### config.mk
export PLATFORM = sky130hd
export DESIGN_NAME = som_div
export DESIGN_NICKNAME = d
export VERILOG_FILES = /design/src/som_pkg.sv /design/src/som_div.sv
export SDC_FILE = /design/constraint.sdc
export NUM_CORES = 1
export LEC_CHECK = 0
export BUFFER_PORTS_ARGS = -buffer_cell sky130_fd_sc_hd__buf_4
export CAP_MARGIN = 0
export CORE_ASPECT_RATIO = 1.4
export CORE_MARGIN = 1.5
export CORE_UTILIZATION = 56
export CTS_BUF_LIST = sky130_fd_sc_hd__clkbuf_16
export DETAILED_ROUTE_END_ITERATION = 6
export PLACE_DENSITY = 0.95
export SETUP_SLACK_MARGIN = 0.5
export SLEW_MARGIN = 20
export SYNTH_ARGS = -nofsm -noshare
export SYNTH_HDL_FRONTEND = slang
export SYNTH_SLANG_ARGS = --single-unit
### constraint.sdc
create_clock -name clk -period 4.25 [get_ports clk]
set_input_delay 0.2125 -clock clk [delete_from_list [all_inputs] [get_ports clk]]
set_output_delay 0.2125 -clock clk [all_outputs]
set_load 0.02 [all_outputs]
### src/som_pkg.sv
package som_pkg;

	// register widths and saturation limit
	localparam int RATE_W   = 16;
	localparam int RADIUS_W = 5;
	localparam int DIST_W   = 35;
	localparam logic [DIST_W-1:0] DIST_MAX = {DIST_W{1'b1}};

	// divider operand widths: the divisor is 1 + |dy| + |dx| with both at most 15
	localparam int DIV_W = 6;

	// item modes
	localparam logic [1:0] MODE_WRITE = 2'd0;
	localparam logic [1:0] MODE_READ  = 2'd1;
	localparam logic [1:0] MODE_POINT = 2'd2;

	// result kinds
	localparam logic KIND_READ  = 1'b0;
	localparam logic KIND_TRAIN = 1'b1;

	// register indexes
	localparam logic REG_RATE   = 1'b0;
	localparam logic REG_RADIUS = 1'b1;

	// sequencer states
	typedef enum logic [3:0] {
		S_IDLE,
		S_RD,
		S_SCAN,
		S_WIN,
		S_CELL,
		S_DIV,
		S_URD,
		S_UMUL,
		S_UWR,
		S_DONE
	} state_t;

	// divider request and response
	typedef struct packed {
		logic              start;
		logic [RATE_W-1:0] dividend;
		logic [DIV_W-1:0]  divisor;
	} div_req_t;

	typedef struct packed {
		logic              busy;
		logic              done;
		logic [RATE_W-1:0] quotient;
	} div_rsp_t;

endpackage

### src/som_div.sv
module som_div (
	input  logic              clk,
	input  logic              arst_n,
	input  som_pkg::div_req_t req,
	output som_pkg::div_rsp_t rsp
);

	localparam int N_W = som_pkg::RATE_W;
	localparam int D_W = som_pkg::DIV_W;
	localparam int C_W = $clog2(N_W);

	logic           busy_q;
	logic           done_q;
	logic [C_W-1:0] cnt_q;
	logic [N_W-1:0] num_q;
	logic [D_W-1:0] den_q;
	logic [D_W-1:0] rem_q;
	logic [D_W:0]   rem_sh;
	logic           fit;
	logic [D_W:0]   rem_sub;

	// one restoring step: shift in the next dividend bit, subtract if it fits
	always_comb begin
		rem_sh  = {rem_q, num_q[N_W-1]};
		fit     = rem_sh >= {1'b0, den_q};
		rem_sub = rem_sh - {1'b0, den_q};
	end

	// control: start, count steps, flag the last
	always_ff @(posedge clk or negedge arst_n) begin
		if (!arst_n) begin
			busy_q <= 1'b0;
			done_q <= 1'b0;
			cnt_q  <= '0;
		end else begin
			done_q <= 1'b0;
			if (req.start) begin
				busy_q <= 1'b1;
				cnt_q  <= '0;
			end else if (busy_q) begin
				cnt_q <= cnt_q + 1'b1;
				if (cnt_q == C_W'(N_W - 1)) begin
					busy_q <= 1'b0;
					done_q <= 1'b1;
				end
			end
		end
	end

	// datapath: quotient bits shift into the dividend register
	always_ff @(posedge clk) begin
		if (req.start) begin
			num_q <= req.dividend;
			den_q <= req.divisor;
			rem_q <= '0;
		end else if (busy_q) begin
			num_q <= {num_q[N_W-2:0], fit};
			rem_q <= fit ? rem_sub[D_W-1:0] : rem_sh[D_W-1:0];
		end
	end

	assign rsp.busy     = busy_q;
	assign rsp.done     = done_q;
	assign rsp.quotient = num_q;

endmodule

-- Word level (Yosys, flattened, before mapping)
Cells that the tools add are included.
W data, S select, Z words.
- input bits: 25
- output and inout port bits: 18
- logic and storage cells: 22
- register bits after elaboration: 34
- add/subtract/negate cells: 2
- eq/ne operators: 1
- reductions and logical operators: 1
- magnitude comparators: 1
- muxes and demuxes: 11
- operators with widths (kind ; count):
    $mux W16 ; 2
    $mux W4 ; 2
    $ge A7 B6 Y1 ; 1
    $mux W1 ; 6
    $mux W6 ; 1
    $sub A6 B6 Y6 ; 1
    $add A4 B1 Y4 const B ; 1
    $eq A4 B4 Y1 const B ; 1
    $reduce_bool A2 Y1 ; 1

-- Depth between registers and ports, before layout
- depth in word-level cells: 4
- depth in mapped cells: 9
- gate-level depth less buffers: 9

-- Worst setup path after synthesis
No wires, ideal clock.
- path type: reg2reg
- start: reg den_q[4]
- end: reg rem_q[0]
- slack: 2.214 ns
- path buffers: 1
- clock period less this slack: 2.036 ns
- data required time: 4.171 ns
- cell stages (with the launch flop): 9
- library setup time: 0.079 ns
- arrival: 1.956 ns
- cells stage by stage: edfxtp_1 > inv_1 > ha_1 > a21o_1 > a211o_1 > a41o_1 > buf_6 > mux2_4 > a211oi_2
- cells in the longest elaborated chain, start to end: 2
- RTL lines (what ; line ; source):
    from (decl) ; som_div.sv:16 ; logic [D_W-1:0] den_q;
    from (signal assigned) ; som_div.sv:54 ; den_q <= req.divisor;
    $ge A7 B6 Y1 ; som_div.sv:25 ; fit = rem_sh >= {1'b0, den_q};
    $mux W6 ; som_div.sv:58 ; rem_q <= fit ? rem_sub[D_W-1:0] : rem_sh[D_W-1:0];
    to (signal assigned) ; som_div.sv:58 ;
    to (decl) ; som_div.sv:17 ; logic [D_W-1:0] rem_q;
Every way passes these cells.
A chain may end at the register's enable or synchronous reset.

-- Worst setup path in the final report
Same ends and word-level chain as after synthesis.

==> out/qor.txt <==
Min-Delay Path Class: in2reg
Post-synth net total: 168
Critical Path End: rem_q[0]
Actual transition at the worst max-transition pin: 672 ps
Total Neg Setup Slack: 0 ps
Number of global-route vias before repair: 1204
Worst setup EP type: flip-flop
Startpoint class of the critical path: flip-flop
Antenna violations before repair: 0
Setup-failing EPs final: 0
Unique cell type count in the Yosys netlist: 35
Combinational share of power: 29.4%
Fraction of layout instances using a drive strength above 1: 39.9%
Register bit count reported by yosys: 34
Power density over cell area: 568 nW/um2
Sw Share: 29.7%
WS Path Type: reg2reg
CTS resizes: 0
Post-synth EDFFs: 22
Crit share post-route: 53.4%
WP data arrival: 2460 ps
RSZ-0062 raised after global routing: false
Worst skew pair latency: 290 ps
Post-synth top flop: edfxtp_1
Non-Filler Instances: 215
P_int: 0.879 mW
CTS tree: yes
Drt pass-1 iters: 4
First-pass GRT wire length: 5840 um
Sequential share of power: 35.9%
Cell with the most instances after synthesis: edfxtp_1
Drt drc: 0
Max_cap viols: 0
Number of I/O pins: 43
R2r setup slk: 1980 ps
Post-synthesis sequential area ratio: 55.1%
Die height: 68.0 um
Post-layout net count: 210
Starting Density: 58.7%
Slew Viols, Final: 0
Final hold vios: 0
Status: finished clean
Routed vias: 1194
Ant. Diodes: 0
Post-synth top area cell: edfxtp_1
Placer Congestion: 0.763
HPWL after DPL: 2460 um
Area growth syn-to-layout: 30.2%
Net Sw Power: 0.372 mW
Die Wd: 49.4 um
Worst slew margin: 55.2%
Die area: 3360 um2
Max frequency: 441 MHz
Clk root buf: clkbuf_16
Crit-path max FO: 9
Maximum VDD drop: 0.000501 V
Static leakage: 0.986 nW
Top post-synthesis cells by area: edfxtp_1 39%, mux2_2 11%, dfrtp_1 8.9%
Synth warnings: 0
DP Area: 2010 um2
Max Clock Skew: 7.74 ps
Post-route cell area: 2200 um2
Clk pwr share: 34.7%
Placed Cells incl. Taps: 206
Worst path required time: 4450 ps
Clock Pin Slew Worst Setup and Hold Paths: 60 ps
Total power: 1.25 mW
DRT Wirelength: 3740 um
Core area: 2880 um2
Critical Path Start: den_q[4]
DR iter-0 viols: 28
Avg Vias per Cell: 5.55
Number of H-tree levels: 2
ANT nets after route: 0
GRT Resource Usage Total: 24.8%
Routed wire per std cell: 17.4 um
Gr ovfl total: 0
Number of port buffers: 42
Reg2reg start: den_q[4]
Rows: 23
Yosys top cell area share: 39.1%
Number of cells on the worst reg-to-reg path: 7
Mapped Cells: 135
Syn avg cell area: 12.5 um2
Min Tclk post-route: 2270 ps
Post-layout util: 76.5%
Num CTS Buffers: 5
Min-delay src: req[4]
Clock sinks: 34
FF-to-FF End: rem_q[0]
Largest net degree at the start of global routing: 37
Maximum clock insertion buffer count: 2
Fill count: 161
Synthesized cell area: 1690 um2
Commonest cells post-synth: 22 x edfxtp_1, 16 x mux2_2, 14 x nor2_1, 8 x inv_1, 7 x ha_1
Ys async rst share: 17.6%
-- flip-flops by register name, indices dropped and copies added (netlist names) --
register  cells
rem_q         6
cnt_q         4
num_q        16
den_q         6
busy_q        1
done_q        1
-- layout by cell type (no fill, tap or decap), types with 2 or more instances in the layout --
master and n:
nor2_1 14, xor2_1 3, nor2b_1 2, buf_4 42, mux2_2 16, nand2b_1 2, inv_1 8, xnor2_1 3
dfxtp_1 6, dfrtp_1 6, a21o_1 3, edfxtp_1 22, a211oi_1 4, o21ai_0 3, nand2_1 6, ha_1 7
mux2i_1 4, a21oi_1 4, clkbuf_16 7
-- logic make-up (layout without fill, tap and decap cells) --
logic type / after synthesis / count (layout) / synth area share (%)
buffers and inverters: 16 / 59 / 4.44
adders and majority gates: 8 / 8 / 6.37
muxes: 21 / 21 / 13.9
AOI/OAI and AO/OA: 20 / 20 / 8.51
and+or+nand+nor: 30 / 30 / 8.59
DFF: 34 / 34 / 55.1
xor gates and xnor gates: 6 / 6 / 3.11
-- layout make-up --
class | instances | area (um2) | share of cell area, %
flip-flops and latches | 34 | 931 | 42.3
multi-input cells | 85 | 684 | 31.1
repair buffers | 43 | 325 | 14.8
clock buffers | 7 | 175 | 7.96
well taps | 37 | 46.3 | 2.10
inverters | 8 | 30.0 | 1.36
clock inverters | 1 | 8.76 | 0.398
-- power groups by stage --
stage / registers (mW) / clock network [mW] / logic, mW
after floorplan: 0.468 / 0 / 0.250
after global placement: 0.449 / 0 / 0.335
after detailed placement: 0.452 / 0 / 0.357
after CTS: 0.449 / 0.436 / 0.368
after global routing: 0.454 / 0.451 / 0.398
final: 0.449 / 0.434 / 0.367
-- timing repair --
action	4_1_cts	5_1_grt
buffers inserted	0	0
setup endpoints to repair	0	0
endpoints found under the hold margin	6	0
hold buffers	1	0
-- worst min path at each step --
stage	endpoint	cells past startpoint
6_report	den_q[4]	1
2_1_floorplan	busy_q	0
3_3_place_gp	done_q	1
3_5_place_dp	done_q	1
5_1_grt	den_q[4]	1
4_1_cts	den_q[5]	1
-- through the flow --
step                      worst slack [ps]  hold WS, ps
after detailed placement              2050         22.9
after global routing                  1890         95.8
final                                 1980          106
after CTS                             1990          101
after global placement                2150         18.3
after floorplan                       2210        -83.1
-- worst max-delay path, stage by stage, from the launching register on --
cell	delay, ps
edfxtp_1	320
inv_1	40
ha_1	370
a21o_1	220
a211o_1	280
a41o_1	340
mux2_4	360
a211oi_2	250
-- per-layer routing --
metal  up-vias  track usage [%]  wire, um
li1        569                -         -
met1       559             25.0      1370
met2        55             45.4      2060
met3        11             7.86       204
met4         0             14.2        99
met5         -                0         0
Power figures use the tool's default switching activity.
